**config.mk**
```make
export PLATFORM = sky130hd
export DESIGN_NAME = magnetometer_hard_iron_calibrator_flat
export DESIGN_NICKNAME = d
export VERILOG_FILES = /design/src/rtl/core/mhic_pkg.sv /design/src/rtl/core/mhic_sample_if.sv /design/src/rtl/core/mhic_result_if.sv /design/src/rtl/core/mhic_cfg_if.sv /design/src/rtl/core/magnetometer_hard_iron_calibrator.sv /design/src/flat_wrapper.sv
export SDC_FILE = /design/constraint.sdc
export NUM_CORES = 2
export LEC_CHECK = 0
export BUFFER_PORTS_ARGS = -buffer_cell sky130_fd_sc_hd__buf_2
export CORE_MARGIN = 4
export CORE_UTILIZATION = 43
export CTS_BUF_LIST = sky130_fd_sc_hd__clkbuf_8
export DETAILED_ROUTE_END_ITERATION = 7
export PLACE_DENSITY = 0.61
export SYNTH_ARGS = -nofsm -noshare
export SYNTH_HDL_FRONTEND = slang
export SYNTH_SLANG_ARGS = --single-unit
```
**constraint.sdc**
```tcl
create_clock -name clk -period 7.4 [get_ports clk]
set_clock_uncertainty 0.2 [all_clocks]
set_input_delay 0 -clock clk [delete_from_list [all_inputs] [get_ports clk]]
set_output_delay 0 -clock clk [all_outputs]
set_load 0.005 [all_outputs]
```
**src/rtl/core/mhic_pkg.sv**
```systemverilog
// ----------------------------------------------------------------------------
// mhic_pkg
// shared constants, codes and types of the magnetometer hard-iron calibrator
// ----------------------------------------------------------------------------
package mhic_pkg;

	localparam int unsigned FRAC_BITS_DEF = 8;

	localparam int unsigned RAW_W    = 16;
	localparam int unsigned FIELD_W  = 25;
	localparam int unsigned OFFSET_W = 10;
	localparam int unsigned GAIN_W   = 16;
	localparam int unsigned CYCLES_W = 16;
	localparam int unsigned GATE_W   = 15;

	localparam int unsigned CFG_INDEX_W = 2;
	localparam int unsigned CFG_DATA_W  = 16;

	typedef enum logic [CFG_INDEX_W-1:0] {
		REG_CALIBRATION_CYCLES = 2'd0,
		REG_GATE_LIMIT         = 2'd1
	} cfg_reg_t;

	localparam logic [CYCLES_W-1:0] CAL_CYCLES_RST = 16'd1000;
	localparam logic [GATE_W-1:0]   GATE_LIMIT_RST = 15'd400;
	localparam logic [OFFSET_W-1:0] OFFSET_RST     = '1;
	localparam logic [GAIN_W-1:0]   GAIN_Y_RST     = 16'd219;
	localparam logic [GAIN_W-1:0]   GAIN_Z_RST     = 16'd240;
	localparam logic [GAIN_W-1:0]   GAIN_SAT       = '1;
	localparam int                  EXTREME_RST    = 100;

	// y = (68592 * raw - 102888) / 2^16, x = raw - 8
	localparam int unsigned Y_SCALE_Q16 = 68592;
	localparam int unsigned Y_BIAS_Q16  = 102888;
	localparam int unsigned X_BIAS      = 8;

	// restoring divider: one quotient bit per step, top bit flags saturation
	localparam int unsigned DIV_STEPS  = GAIN_W + 1;
	localparam int unsigned DIV_CNT_W  = $clog2(DIV_STEPS);
	localparam int unsigned GAIN_SHIFT = 8;

	typedef enum logic [2:0] {
		ST_IDLE,
		ST_SCALE,
		ST_GATE,
		ST_MID,
		ST_DIV,
		ST_FIN
	} state_t;

endpackage

```
**src/rtl/core/mhic_sample_if.sv**
```systemverilog
// ----------------------------------------------------------------------------
// mhic_sample_if
// input channel: three raw magnetometer words and a start-calibration flag
// ----------------------------------------------------------------------------
interface mhic_sample_if;
	import mhic_pkg::*;

	logic                    valid;
	logic                    ready;
	logic signed [RAW_W-1:0] raw_first_axis;
	logic signed [RAW_W-1:0] raw_second_axis;
	logic signed [RAW_W-1:0] raw_third_axis;
	logic                    start_calibration;

	modport source (
		output valid, raw_first_axis, raw_second_axis, raw_third_axis, start_calibration,
		input  ready
	);

	modport sink (
		input  valid, raw_first_axis, raw_second_axis, raw_third_axis, start_calibration,
		output ready
	);

endinterface

```
**src/rtl/core/mhic_result_if.sv**
```systemverilog
// ----------------------------------------------------------------------------
// mhic_result_if
// output channel: corrected field, offsets, gains and calibration status
// ----------------------------------------------------------------------------
interface mhic_result_if;
	import mhic_pkg::*;

	logic                       valid;
	logic                       ready;
	logic signed [FIELD_W-1:0]  field_x;
	logic signed [FIELD_W-1:0]  field_y;
	logic signed [FIELD_W-1:0]  field_z;
	logic signed [OFFSET_W-1:0] offset_x_out;
	logic signed [OFFSET_W-1:0] offset_y_out;
	logic signed [OFFSET_W-1:0] offset_z_out;
	logic [GAIN_W-1:0]          gain_y_out;
	logic [GAIN_W-1:0]          gain_z_out;
	logic                       calibrating;
	logic                       calibration_done;

	modport source (
		output valid, field_x, field_y, field_z, offset_x_out, offset_y_out, offset_z_out,
		       gain_y_out, gain_z_out, calibrating, calibration_done,
		input  ready
	);

	modport sink (
		input  valid, field_x, field_y, field_z, offset_x_out, offset_y_out, offset_z_out,
		       gain_y_out, gain_z_out, calibrating, calibration_done,
		output ready
	);

endinterface

```
**src/rtl/core/mhic_cfg_if.sv**
```systemverilog
// ----------------------------------------------------------------------------
// mhic_cfg_if
// register write channel: register index and write data
// ----------------------------------------------------------------------------
interface mhic_cfg_if;
	import mhic_pkg::*;

	logic                   valid;
	logic                   ready;
	logic [CFG_INDEX_W-1:0] index;
	logic [CFG_DATA_W-1:0]  data;

	modport source (
		output valid, index, data,
		input  ready
	);

	modport sink (
		input  valid, index, data,
		output ready
	);

endinterface

```
**src/rtl/core/magnetometer_hard_iron_calibrator.sv**
```systemverilog
// ----------------------------------------------------------------------------
// magnetometer_hard_iron_calibrator
// min/max midpoint hard-iron calibration with pre-correction of the raw axes
// ----------------------------------------------------------------------------
// One sample beat is taken at a time. An ordinary sample passes through these
// steps in order: the beat is accepted, the y scaling product is rounded and the
// corrected fields formed, the gate and extremes are updated, and the result is
// moved into the output register; then the block is ready for the next sample.
// A sample that completes calibration adds a step to form the midpoints and
// spans, after which the shared restoring divider produces one quotient bit
// per cycle, 17 bits for the y gain and then 17 for the z gain. A result
// waiting in the output register does not block the next sample; only when a
// second result is ready before the first is taken does the block hold.
// Register writes are always ready and take effect on the next cycle.
// ----------------------------------------------------------------------------
module magnetometer_hard_iron_calibrator #(
	parameter int unsigned FRACTION_BITS = mhic_pkg::FRAC_BITS_DEF
) (
	input  logic          clk,
	input  logic          arst_n,
	mhic_sample_if.sink   sample,
	mhic_result_if.source result,
	mhic_cfg_if.sink      cfg
);
	import mhic_pkg::*;

	localparam int F   = FRACTION_BITS;
	localparam int EB  = 10 + F;
	localparam int VW  = 18 + F;
	localparam int WW  = (VW + 1 > FIELD_W) ? VW + 1 : FIELD_W;
	localparam int PW  = 34;
	localparam int SH  = 16 - F;
	localparam int RW  = EB + GAIN_SHIFT;
	localparam int DW  = EB + GAIN_W;

	localparam logic signed [PW-1:0] Y_SCALE_W = PW'(Y_SCALE_Q16);
	localparam logic signed [PW-1:0] Y_BIAS_W  = PW'(Y_BIAS_Q16);
	localparam logic signed [PW-1:0] HALF_W    = PW'((64'd1 << SH) >> 1);
	localparam logic signed [VW-1:0] X_BIAS_W  = VW'(X_BIAS);

	localparam logic signed [EB-1:0] EXT_HI  = {1'b0, {(EB-1){1'b1}}};
	localparam logic signed [EB-1:0] EXT_LO  = {1'b1, {(EB-1){1'b0}}};
	localparam logic signed [EB-1:0] MAX_RST = EB'(-(EXTREME_RST * (64'sd1 <<< F)));
	localparam logic signed [EB-1:0] MIN_RST = EB'(EXTREME_RST * (64'sd1 <<< F));
	localparam logic signed [EB:0]   MID_RND = (EB+1)'((64'd1 << (F + 1)) - 1);

	localparam logic [DIV_CNT_W-1:0] DIV_LAST = DIV_CNT_W'(DIV_STEPS - 1);

	state_t state_q, state_d;

	// registers
	logic [CYCLES_W-1:0]        cycles_q;
	logic [GATE_W-1:0]          gate_q;
	logic signed [PW-1:0]       prod_q;
	logic signed [VW-1:0]       v_q [3];
	logic                       start_q;
	logic signed [FIELD_W-1:0]  fld_q [3];
	logic signed [EB-1:0]       max_q [3];
	logic signed [EB-1:0]       min_q [3];
	logic signed [OFFSET_W-1:0] off_q [3];
	logic [GAIN_W-1:0]          gain_y_q;
	logic [GAIN_W-1:0]          gain_z_q;
	logic [CYCLES_W-1:0]        cnt_q;
	logic                       mode_q;
	logic                       done_q;
	logic signed [EB:0]         span_x_q;
	logic signed [EB:0]         span_z_q;
	logic [RW-1:0]              rem_q;
	logic [DW-1:0]              dsh_q;
	logic [DIV_STEPS-1:0]       quo_q;
	logic                       zden_q;
	logic                       sel_q;
	logic [DIV_CNT_W-1:0]       step_q;

	logic                       res_valid_q;
	logic signed [FIELD_W-1:0]  res_fld_q [3];
	logic signed [OFFSET_W-1:0] res_off_q [3];
	logic [GAIN_W-1:0]          res_gain_y_q;
	logic [GAIN_W-1:0]          res_gain_z_q;
	logic                       res_cal_q;
	logic                       res_done_q;

	// combinational
	logic signed [VW-1:0]       raw0_e, raw1_e, raw2_e;
	logic signed [PW-1:0]       ylin, yrnd;
	logic signed [VW-1:0]       vs [3];
	logic signed [FIELD_W-1:0]  fld_c [3];
	logic signed [VW-1:0]       gate_w;
	logic [2:0]                 in_gate;
	logic                       gated;
	logic                       mode_c;
	logic                       hit;
	logic signed [EB-1:0]       sat_c [3];
	logic signed [EB:0]         sum_c [3];
	logic signed [EB:0]         mid_c [3];
	logic signed [EB:0]         span_c [3];
	logic                       ge;
	logic [DIV_STEPS-1:0]       quo_next;
	logic [GAIN_W-1:0]          gain_val;
	logic                       out_free;
	logic                       out_load;
	logic                       div_last;
	logic                       take;

	assign raw0_e = VW'(sample.raw_first_axis);
	assign raw1_e = VW'(sample.raw_second_axis);
	assign raw2_e = VW'(sample.raw_third_axis);

	// y rounding and corrected fields
	always_comb begin
		ylin  = prod_q - Y_BIAS_W;
		yrnd  = ylin + HALF_W;
		vs[0] = v_q[0];
		vs[1] = VW'(yrnd >>> SH);
		vs[2] = v_q[2];
		for (int i = 0; i < 3; i++) begin
			fld_c[i] = FIELD_W'(WW'(vs[i]) - (WW'(off_q[i]) <<< F));
		end
	end

	// gate, clamp and completion check
	always_comb begin
		gate_w = signed'(VW'({1'b0, gate_q})) <<< F;
		for (int i = 0; i < 3; i++) begin
			in_gate[i] = (v_q[i] < gate_w) && (v_q[i] > -gate_w);
			if (v_q[i] > VW'(EXT_HI)) begin
				sat_c[i] = EXT_HI;
			end else if (v_q[i] < VW'(EXT_LO)) begin
				sat_c[i] = EXT_LO;
			end else begin
				sat_c[i] = v_q[i][EB-1:0];
			end
		end
		gated  = &in_gate;
		mode_c = mode_q | start_q;
		hit    = mode_c && gated && (cnt_q == cycles_q);
	end

	// midpoints (truncated toward zero) and spans
	always_comb begin
		for (int i = 0; i < 3; i++) begin
			sum_c[i]  = (EB+1)'(max_q[i]) + (EB+1)'(min_q[i]);
			mid_c[i]  = (sum_c[i] + (sum_c[i][EB] ? MID_RND : '0)) >>> (F + 1);
			span_c[i] = (EB+1)'(max_q[i]) - (EB+1)'(min_q[i]);
		end
	end

	// shared divider step
	always_comb begin
		ge       = DW'(rem_q) >= dsh_q;
		quo_next = {quo_q[DIV_STEPS-2:0], ge};
		gain_val = (zden_q || quo_next[DIV_STEPS-1]) ? GAIN_SAT : quo_next[GAIN_W-1:0];
	end

	// next state
	always_comb begin
		state_d = state_q;
		unique case (state_q)
			ST_IDLE:  if (sample.valid) state_d = ST_SCALE;
			ST_SCALE: state_d = ST_GATE;
			ST_GATE:  state_d = hit ? ST_MID : ST_FIN;
			ST_MID:   state_d = ST_DIV;
			ST_DIV:   if (div_last && sel_q) state_d = ST_FIN;
			ST_FIN:   if (out_free) state_d = ST_IDLE;
			default:  state_d = ST_IDLE;
		endcase
	end

	// state outputs
	always_comb begin
		out_free     = !res_valid_q || result.ready;
		sample.ready = (state_q == ST_IDLE);
		take         = sample.valid && (state_q == ST_IDLE);
		out_load     = (state_q == ST_FIN) && out_free;
		div_last     = (state_q == ST_DIV) && (step_q == DIV_LAST);
	end

	assign cfg.ready = 1'b1;

	always_ff @(posedge clk or negedge arst_n) begin
		if (!arst_n) begin
			state_q <= ST_IDLE;
		end else begin
			state_q <= state_d;
		end
	end

	// registers
	always_ff @(posedge clk or negedge arst_n) begin
		if (!arst_n) begin
			cycles_q <= CAL_CYCLES_RST;
			gate_q   <= GATE_LIMIT_RST;
		end else if (cfg.valid) begin
			if (cfg.index == REG_CALIBRATION_CYCLES) cycles_q <= cfg.data;
			if (cfg.index == REG_GATE_LIMIT) gate_q <= cfg.data[GATE_W-1:0];
		end
	end

	// calibration state
	always_ff @(posedge clk or negedge arst_n) begin
		if (!arst_n) begin
			for (int i = 0; i < 3; i++) begin
				max_q[i] <= MAX_RST;
				min_q[i] <= MIN_RST;
				off_q[i] <= OFFSET_RST;
			end
			gain_y_q <= GAIN_Y_RST;
			gain_z_q <= GAIN_Z_RST;
			cnt_q    <= '0;
			mode_q   <= 1'b0;
			done_q   <= 1'b0;
		end else begin
			if (state_q == ST_GATE) begin
				mode_q <= mode_c && !hit;
				done_q <= hit;
				if (mode_c) begin
					cnt_q <= hit ? CYCLES_W'(1) : cnt_q + CYCLES_W'(1);
					if (gated) begin
						for (int i = 0; i < 3; i++) begin
							if (sat_c[i] > max_q[i]) max_q[i] <= sat_c[i];
							if (sat_c[i] < min_q[i]) min_q[i] <= sat_c[i];
						end
					end
				end
			end
			if (state_q == ST_MID) begin
				for (int i = 0; i < 3; i++) begin
					off_q[i] <= mid_c[i][OFFSET_W-1:0];
				end
			end
			if (div_last) begin
				if (sel_q) begin
					gain_z_q <= gain_val;
				end else begin
					gain_y_q <= gain_val;
				end
			end
		end
	end

	// datapath and divider
	always_ff @(posedge clk or negedge arst_n) begin
		if (!arst_n) begin
			sel_q  <= 1'b0;
			step_q <= '0;
		end else begin
			if (state_q == ST_MID) begin
				sel_q  <= 1'b0;
				step_q <= '0;
			end else if (state_q == ST_DIV) begin
				if (div_last) begin
					sel_q  <= 1'b1;
					step_q <= '0;
				end else begin
					step_q <= step_q + DIV_CNT_W'(1);
				end
			end
		end
	end

	always_ff @(posedge clk) begin
		if (take) begin
			prod_q  <= PW'(raw0_e) * Y_SCALE_W;
			v_q[0]  <= (raw1_e - X_BIAS_W) <<< F;
			v_q[2]  <= (-raw2_e) <<< F;
			start_q <= sample.start_calibration;
		end
		if (state_q == ST_SCALE) begin
			v_q[1] <= vs[1];
			for (int i = 0; i < 3; i++) begin
				fld_q[i] <= fld_c[i];
			end
		end
		unique case (state_q)
			ST_MID: begin
				span_x_q <= span_c[0];
				span_z_q <= span_c[2];
				rem_q    <= {span_c[0][EB-1:0], {GAIN_SHIFT{1'b0}}};
				dsh_q    <= {span_c[1][EB-1:0], {GAIN_W{1'b0}}};
				zden_q   <= span_c[1][EB] || (span_c[1] == '0);
				quo_q    <= '0;
			end
			ST_DIV: begin
				if (div_last) begin
					rem_q  <= {span_x_q[EB-1:0], {GAIN_SHIFT{1'b0}}};
					dsh_q  <= {span_z_q[EB-1:0], {GAIN_W{1'b0}}};
					zden_q <= span_z_q[EB] || (span_z_q == '0);
					quo_q  <= '0;
				end else begin
					if (ge) rem_q <= rem_q - dsh_q[RW-1:0];
					dsh_q <= dsh_q >> 1;
					quo_q <= quo_next;
				end
			end
			ST_IDLE, ST_SCALE, ST_GATE, ST_FIN: begin
			end
			default: begin
			end
		endcase
	end

	// output register
	always_ff @(posedge clk or negedge arst_n) begin
		if (!arst_n) begin
			res_valid_q <= 1'b0;
		end else if (out_load) begin
			res_valid_q <= 1'b1;
		end else if (result.ready) begin
			res_valid_q <= 1'b0;
		end
	end

	always_ff @(posedge clk) begin
		if (out_load) begin
			for (int i = 0; i < 3; i++) begin
				res_fld_q[i] <= fld_q[i];
				res_off_q[i] <= off_q[i];
			end
			res_gain_y_q <= gain_y_q;
			res_gain_z_q <= gain_z_q;
			res_cal_q    <= mode_q;
			res_done_q   <= done_q;
		end
	end

	assign result.valid            = res_valid_q;
	assign result.field_x          = res_fld_q[0];
	assign result.field_y          = res_fld_q[1];
	assign result.field_z          = res_fld_q[2];
	assign result.offset_x_out     = res_off_q[0];
	assign result.offset_y_out     = res_off_q[1];
	assign result.offset_z_out     = res_off_q[2];
	assign result.gain_y_out       = res_gain_y_q;
	assign result.gain_z_out       = res_gain_z_q;
	assign result.calibrating      = res_cal_q;
	assign result.calibration_done = res_done_q;

endmodule

```
**src/flat_wrapper.sv**
```systemverilog
// flat-port wrapper written by rule: the top's interface ports become plain ports
module magnetometer_hard_iron_calibrator_flat import mhic_pkg::*;
#(
	parameter int unsigned FRACTION_BITS = mhic_pkg::FRAC_BITS_DEF
)
  (clk, arst_n, sample_valid, sample_raw_first_axis, sample_raw_second_axis, sample_raw_third_axis, sample_start_calibration, sample_ready, result_valid, result_field_x, result_field_y, result_field_z, result_offset_x_out, result_offset_y_out, result_offset_z_out, result_gain_y_out, result_gain_z_out, result_calibrating, result_calibration_done, result_ready, cfg_valid, cfg_index, cfg_data, cfg_ready);
  mhic_sample_if sample_i ();
  mhic_result_if result_i ();
  mhic_cfg_if cfg_i ();
  input  logic clk;
  input  logic arst_n;
  input wire logic [$bits(sample_i.valid)-1:0] sample_valid;
  input wire logic [$bits(sample_i.raw_first_axis)-1:0] sample_raw_first_axis;
  input wire logic [$bits(sample_i.raw_second_axis)-1:0] sample_raw_second_axis;
  input wire logic [$bits(sample_i.raw_third_axis)-1:0] sample_raw_third_axis;
  input wire logic [$bits(sample_i.start_calibration)-1:0] sample_start_calibration;
  output wire logic [$bits(sample_i.ready)-1:0] sample_ready;
  output wire logic [$bits(result_i.valid)-1:0] result_valid;
  output wire logic [$bits(result_i.field_x)-1:0] result_field_x;
  output wire logic [$bits(result_i.field_y)-1:0] result_field_y;
  output wire logic [$bits(result_i.field_z)-1:0] result_field_z;
  output wire logic [$bits(result_i.offset_x_out)-1:0] result_offset_x_out;
  output wire logic [$bits(result_i.offset_y_out)-1:0] result_offset_y_out;
  output wire logic [$bits(result_i.offset_z_out)-1:0] result_offset_z_out;
  output wire logic [$bits(result_i.gain_y_out)-1:0] result_gain_y_out;
  output wire logic [$bits(result_i.gain_z_out)-1:0] result_gain_z_out;
  output wire logic [$bits(result_i.calibrating)-1:0] result_calibrating;
  output wire logic [$bits(result_i.calibration_done)-1:0] result_calibration_done;
  input wire logic [$bits(result_i.ready)-1:0] result_ready;
  input wire logic [$bits(cfg_i.valid)-1:0] cfg_valid;
  input wire logic [$bits(cfg_i.index)-1:0] cfg_index;
  input wire logic [$bits(cfg_i.data)-1:0] cfg_data;
  output wire logic [$bits(cfg_i.ready)-1:0] cfg_ready;
  assign sample_i.valid = sample_valid;
  assign sample_i.raw_first_axis = sample_raw_first_axis;
  assign sample_i.raw_second_axis = sample_raw_second_axis;
  assign sample_i.raw_third_axis = sample_raw_third_axis;
  assign sample_i.start_calibration = sample_start_calibration;
  assign sample_ready = sample_i.ready;
  assign result_valid = result_i.valid;
  assign result_field_x = result_i.field_x;
  assign result_field_y = result_i.field_y;
  assign result_field_z = result_i.field_z;
  assign result_offset_x_out = result_i.offset_x_out;
  assign result_offset_y_out = result_i.offset_y_out;
  assign result_offset_z_out = result_i.offset_z_out;
  assign result_gain_y_out = result_i.gain_y_out;
  assign result_gain_z_out = result_i.gain_z_out;
  assign result_calibrating = result_i.calibrating;
  assign result_calibration_done = result_i.calibration_done;
  assign result_i.ready = result_ready;
  assign cfg_i.valid = cfg_valid;
  assign cfg_i.index = cfg_index;
  assign cfg_i.data = cfg_data;
  assign cfg_ready = cfg_i.ready;
  magnetometer_hard_iron_calibrator #(.FRACTION_BITS(FRACTION_BITS)) u_core (.clk(clk), .arst_n(arst_n), .sample(sample_i), .result(result_i), .cfg(cfg_i));
endmodule
```
# Word-level counts from Yosys, hierarchy flattened
# Memory sizes are Yosys's and may differ from the RTL's.
# Cells that the tools add are included.
# word_totals
register_bits	408
latch_bits	0
mem_bits_rw	258
rom_bits	0
out_inout_bits	142
wordCells	173
memories	4
# memory_table
name	depth	width	read_ports	rd_ports_with_merged_regs	wr	line	rtl
u_core.v_q	3	26	3	0	2	magnetometer_hard_iron_calibrator.sv:55	logic signed [VW-1:0] v_q [3];
u_core.fld_q	3	25	3	0	3	magnetometer_hard_iron_calibrator.sv:57	logic signed [FIELD_W-1:0] fld_q [3];
u_core.res_fld_q	3	25	3	0	3	magnetometer_hard_iron_calibrator.sv:76	logic signed [FIELD_W-1:0] res_fld_q [3];
u_core.res_off_q	3	10	3	0	3	magnetometer_hard_iron_calibrator.sv:77	logic signed [OFFSET_W-1:0] res_off_q [3];
# classes
add_sub_neg	20
multipliers	1
div_mod_pow	0
magnitude_cmp	19
n_eq_ne	13
shift	0
muxes	42
bitwise_logic	2
reduce_logical	40
# op_table
operator	count
18-bit 2-to-1 mux	6
26-bit by 18-bit > comparator with 1-bit output, second input constant	3
26-bit > comparator	3
26-bit by 18-bit less-than comparator with 1-bit output, second input constant	3
26-bit by 24-bit less-than comparator with 1-bit output	3
26-bit 2-to-1 mux	3
25-bit by 18-bit subtractor with 25-bit output	3
34-bit case mux with 2 select lines	1
18-bit by 18-bit adder with 19-bit output	3
19-bit adder	3
18-bit > comparator	3
18-bit less-than comparator	3
26-bit case mux with 2 select lines	1
16-bit 2-to-1 mux	3
19-bit zero test	2
18-bit by 18-bit subtractor with 19-bit output	2
6-bit AND reduction	6
34-bit by 9-bit adder with 34-bit output, second input constant	1
26-bit by 34-bit >= comparator with 1-bit output	1
34-bit 2-to-1 mux	1
34-bit by 18-bit subtractor with 34-bit output, second input constant	1
16-bit case mux with 2 select lines	1
16-bit by 14-bit multiplier with 30-bit output, second input constant	1
9-bit 2-to-1 mux	3
other kinds (33)	77

# Depth between registers and ports, before layout
# depth
depth_word	8
mapped_depth	24
depth_no_buf	24

# Worst setup path after synthesis
# No wires, ideal clock.
# synth_path
kind	register to register
start	register u_core.state_q[0]
end	register u_core.state_q[1]
setup_time_ps	96
arrival_time_ps	6514
setup_slack_ps	590
path_stages_with_launch	5
n_path_buf	1
synth_period_minus_slack_ps	6810
path_cell_list	dfrtp_1 > clkbuf_1 > inv_1 > nor3_1 > or2_2
# synth_via
elab_chain_len	5
word_cells_on_any_way	13
classes_between	eq/ne (8); mux (1); reduce/logical (4)
# synth_lines
element	line	rtl
from (decl)	magnetometer_hard_iron_calibrator.sv:49	state_t state_q, state_d;
from (signal assigned)	magnetometer_hard_iron_calibrator.sv:184	state_q <= state_d;
3-bit equality test	magnetometer_hard_iron_calibrator.sv:158, magnetometer_hard_iron_calibrator.sv:175	
1-bit logical AND	magnetometer_hard_iron_calibrator.sv:175	div_last = (state_q == ST_DIV) && (step_q == DIV_LAST);
1-bit logical AND	magnetometer_hard_iron_calibrator.sv:163	ST_DIV: if (div_last && sel_q) state_d = ST_FIN;
2-bit by 1-bit != test with 1-bit output (no source line)	--	
3-bit AND reduction (no source line)	--	
# Several ways; a longest one is shown, not always the timed one.
# A chain may end at the register's enable or synchronous reset.

# Worst setup path in the final report
# layout_path
start	input port sample_raw_first_axis[5]
end	register u_core.prod_q[32] (data pin)
# layout_via
elab_chain_len	1
# layout_lines
element	line	rtl
from (decl)	flat_wrapper.sv:13	input wire logic [$bits(sample_i.raw_first_axis)-1:0] sample_raw_first_axis;
16-bit by 14-bit multiplier with 30-bit output	magnetometer_hard_iron_calibrator.sv:263	prod_q <= PW'(raw0_e) * Y_SCALE_W;
to (signal assigned)	magnetometer_hard_iron_calibrator.sv:263	
to (decl)	magnetometer_hard_iron_calibrator.sv:54	logic signed [PW-1:0] prod_q;
# No other way between the ends.

==> impl_table.tex <==
\begin{tabular}{lr}
\hline
Metric & Value \\
\hline
\multicolumn{2}{l}{\textbf{Global route}} \\
\quad Grt total ovfl & 0 \\
\quad Vias in the first global route & about 27000 \\
\quad Pin count of the biggest net entering global routing & 70 \\
\quad GR met2 Demand/Resource & approximately a third \\
\quad Global Route Usage Sum & between 10\% and 20\% \\
\quad Number of antenna violations at the first check in global routing & 3 \\
\quad Met3 layer usage reported by global route & under 10\% \\
\quad Wire length of the first global-routing pass & between 100000 and 150000 µm \\
\quad Peak-usage layer in the global routing report & met2 \\
\quad Global routing met1 resource utilization & 26.4\% \\
\multicolumn{2}{l}{\textbf{Power}} \\
\quad LEAKAGE & between 15 and 20 nW \\
\quad VDD IR-drop max & 0.000208 V \\
\quad Power Total & 18.8 mW \\
\quad Total power per unit cell area & roughly 430 nW/µm² \\
\multicolumn{2}{l}{\textbf{Clocking}} \\
\quad Number of clock sinks & $\sim$570 \\
\quad Clock buffer count from CTS & 97 \\
\quad Clock slew at the register clock pins of the worst setup and hold paths & about 0.06 ns \\
\quad Clock root buffer master & clkbuf\_8 \\
\quad Clock tree from TritonCTS & yes \\
\quad Total number of H-tree levels & 3 \\
\quad Quantity of gates resized following cts & 0 \\
\quad Buffer depth of the longest clock path & 3 \\
\quad Later-pin clock latency in the skew report & approximately 0.7 ns \\
\multicolumn{2}{l}{\textbf{Finish}} \\
\quad Fill cell instance count of the final layout & a little over 8000 \\
\quad Final instance count without filler cells & $\sim$5200 \\
\quad Storage cell area & 16200 µm² \\
\quad Nets@finish & around 4600 \\
\quad Area of all placed cells without fillers & 44200 µm² \\
\quad Multi-input logic area & between 20000 and 25000 µm² \\
\quad Layout overhead on the synthesized area & 15.4\% \\
\quad Ratio of cells with drive above 1 in the final layout & 14.9\% \\
\quad Final core utilization & about 50\% \\
\multicolumn{2}{l}{\textbf{Route}} \\
\quad Final antenna-violating net count & 0 \\
\quad Detailed Route WL & around 93000 µm \\
\quad Vias after detailed routing & between 20000 and 30000 \\
\quad Routed length per placed instance & 17.9 µm \\
\quad Count of unresolved DRC violations after routing & 0 \\
\quad Number of detailed-routing iterations run before antenna repair & 5 \\
\quad DRT iter0 DRCs & approximately 1400 \\
\quad Via count normalized by instance count & between 5 and 6 \\
\multicolumn{2}{l}{\textbf{Yosys}} \\
\quad Largest cells by area after synthesis & edfxtp\_1 29\%, ha\_1 15\%, dfrtp\_1 8.2\%, fa\_1 5.2\%, dfstp\_2 5.2\% \\
\quad Share of flip-flops with an asynchronous set or reset & 35.3\% \\
\quad Most frequent cell after synthesis & ha\_1 \\
\quad Number of cells produced by synthesis & 3569 \\
\quad Synth top area share & 28.9\% \\
\quad Mean post-synth cell area & 10.7 µm² \\
\quad Number of enable flip-flop cells after synthesis & roughly 370 \\
\quad FF+latch count, synth & roughly 570 \\
\quad Synth top cells by count & 462 x ha\_1, 368 x edfxtp\_1, 362 x inv\_1 \\
\quad Fraction of the yosys area taken by sequential cells & 42.3\% \\
\quad Count of synthesis-stage warnings from yosys & 0 \\
\quad Cell type with the highest aggregate area in the netlist & edfxtp\_1 \\
\quad Combined area of all synthesized cells & approximately 38000 µm² \\
\quad Top FF cell, synth & edfxtp\_1 \\
\quad Number of distinct library cells after synthesis & 85 \\
\multicolumn{2}{l}{\textbf{Setup path}} \\
\quad Library cell appearing most often on the critical path & fa\_1 \\
\quad Reg2Reg Setup Slack & about 1.5 ns \\
\quad Type of origin of the critical path & input port \\
\quad Cell type of the slowest stage on the worst timing path & fa\_1 \\
\quad Biggest fanout along the worst timing path & 6 \\
\quad Worst reg2reg endpoint & u\_core.min\_q[19] \\
\quad Critical path cell sequence & dlygate4sd3\_1 -> buf\_2 -> inv\_1 -> fa\_1 -> fa\_1 -> inv\_1 -> fa\_1 -> ha\_1 -> fa\_1 -> inv\_1 -> fa\_1 -> inv\_1 -> ha\_1 -> a21oi\_1 -> o21bai\_1 -> a21oi\_1 -> o22a\_1 -> a21boi\_0 -> o221ai\_1 -> or4\_1 -> a311o\_1 -> a21oi\_1 -> xnor2\_1 \\
\quad Kind of end point of the critical path & register \\
\quad Critical Setup Path Class & input port to register \\
\quad Worst flop-to-flop path startpoint & u\_core.gate\_q[2] \\
\quad Req. time, crit path & 7.66 ns \\
\quad Max incr delay on CP & roughly 0.53 ns \\
\quad R2R cell count & 14 \\
\quad Arrival time at the worst endpoint & around 6.6 ns \\
\multicolumn{2}{l}{\textbf{Placement}} \\
\quad Detail Placement HPWL & 70000 µm \\
\quad Post-place instance area & about 41000 µm² \\
\quad Port Buf Inserts & about 200 \\
\quad Setup WS pre-CTS & $\sim$0.81 ns \\
\quad Routability Congestion & between 0.8 and 0.9 \\
\quad Placed instance count & between 4000 and 5000 \\
\multicolumn{2}{l}{\textbf{Timing}} \\
\quad Tightest hold margin & around 0.063 ns \\
\quad Slew headroom & approximately 22\% \\
\quad Fin. Hold Viols & 0 \\
\quad Worst Slack Setup Final & about 1.1 ns \\
\quad RSZ-0062 raised after global routing & false \\
\quad Slew at the pin closest to its max-slew limit & 1.16 ns \\
\quad Final period demand of the worst path & 6.30 ns \\
\quad Part of the cycle the worst path needs & between 80\% and 90\% \\
\quad Count of final max-slew check failures & 0 \\
\quad Final Setup Violations & 0 \\
\quad Aggregate negative setup slack & 0 ns \\
\quad Fmax & about 0.16 GHz \\
\multicolumn{2}{l}{\textbf{Die}} \\
\quad Placement Rows & about 110 \\
\quad Starting utilization of the core area & a little over two fifths \\
\quad Top-level I/O count & about 210 \\
\quad Core region area & between 80000 and 90000 µm² \\
\quad Die outline height & between 300 and 400 µm \\
\quad Width of the die & between 300 and 400 µm \\
\quad Die area & 93800 µm² \\
\multicolumn{2}{l}{\textbf{Outcome}} \\
\quad Status & finished, final reports clean \\
\multicolumn{2}{l}{\textbf{Min path}} \\
\quad Number of instances on the worst hold path & 3 \\
\quad Destination of the worst hold path & u\_core.gate\_q[8] \\
\quad Worst min-delay path class & input port to register \\
\quad Min-delay src & cfg\_valid \\
\multicolumn{2}{l}{\textbf{Job}} \\
\quad Max-capacitance violation count & 0 \\
\hline
\end{tabular}
-- flip-flops by register name, summed over array words and instances, names as in the netlist, 16 cells and up --
register / cells
u_core.v_q: 61
u_core.res_fld_q: 59
u_core.fld_q: 51
u_core.max_q: 40
u_core.min_q: 40
u_core.dsh_q: 34
u_core.off_q: 30
u_core.prod_q: 30
u_core.res_off_q: 30
u_core.rem_q: 26
u_core.cnt_q: 16
u_core.cycles_q: 16
u_core.gain_y_q: 16
u_core.gain_z_q: 16
u_core.quo_q: 16
u_core.result.gain_y_out: 16
u_core.result.gain_z_out: 16
-- metal layers --
| metal | up-vias | part of all wire [%] |
|---|---|---|
| met4 | 0 | 3.0 |
| met5 | - | 0 |
| met3 | 155 | 4.9 |
| li1 | 13383 | - |
| met2 | 641 | 47 |
| met1 | 13260 | 45 |
-- worst max-delay path, delay by kind of cell --
family	cells	cell delay [ns]
fa+ha+maj	7	3.10
xor+xnor	1	0.08
compound gates	8	1.87
simple gates	1	0.48
buf+inv	6	1.02
-- timing repair --
item | CTS | global route
hold endpoints to repair | 307 | 0
hold buffers | 143 | 0
setup endpoints to repair | 0 | 0
setup buffers | 0 | 0
-- placed cells by master (no fill, tap or decap), types with 25 or more instances in the layout --
master,Yosys,routed
a21o_1,78,78
a21oi_1,222,222
a31oi_1,25,25
and3_1,28,28
buf_2,6,195
buf_4,17,28
clkbuf_8,0,119
dfrtp_1,125,125
dfstp_2,76,76
dlygate4sd3_1,0,142
edfxtp_1,368,368
fa_1,100,100
ha_1,462,462
inv_1,362,396
mux2_2,108,108
nand2_1,198,196
nand2b_1,55,55
nand3_1,41,41
nand4_1,52,52
nor2_1,247,244
nor2b_1,49,49
nor3_1,54,52
nor4_1,40,40
o21a_1,62,62
o21ai_0,181,181
o21bai_1,31,31
xnor2_1,179,179
xor2_1,88,88
-- power breakdown --
| part | internal, mW | total (mW) | switching, mW |
|---|---|---|---|
| logic | 4.27 | 9.94 | 5.67 |
| registers | 5.11 | 5.79 | 0.684 |
| clock network | 1.71 | 3.06 | 1.35 |
-- cell type report --
class / count / area share (%)
Antenna cell: 2 / 0.0113
Clock buffer: 118 / 3.68
Clock inverter: 65 / 1.16
Inverter: 362 / 3.08
Multi-Input combinational cell: 2551 / 46.2
Sequential cell: 569 / 36.6
Tap cell: 1165 / 3.30
Timing Repair Buffer: 367 / 5.98
-- cell families (layout without fill, tap and decap cells) --
kind of cell | count (synthesis) | after routing | share of synthesized area [%]
buffers and inverters | 464 | 912 | 4.76
AO/OA/AOI/OAI | 738 | 738 | 12.1
XOR/XNOR | 268 | 268 | 6.15
AND/OR/NAND/NOR | 849 | 849 | 10.9
multiplexers | 117 | 117 | 3.41
flip-flops | 569 | 569 | 42.3
adder cells (fa/ha/maj) | 562 | 562 | 20.3
other | 2 | 19 | 0.0196
-- worst max path at each step --
stage	start	endpoint	slack, ns	cells past startpoint
final	sample_raw_first_axis[5]	u_core.prod_q[32]	1.10	23
after global routing	sample_raw_first_axis[5]	u_core.prod_q[30]	0.66	24
after CTS	sample_raw_first_axis[5]	u_core.prod_q[32]	1.21	23
after detailed placement	sample_raw_first_axis[8]	u_core.prod_q[30]	0.81	23
after global placement	sample_raw_first_axis[12]	u_core.prod_q[30]	0.87	22
after floorplan	u_core.state_q[0]	u_core.state_q[1]	0.59	4
No activity file was read; power rests on OpenSTA's default activity.
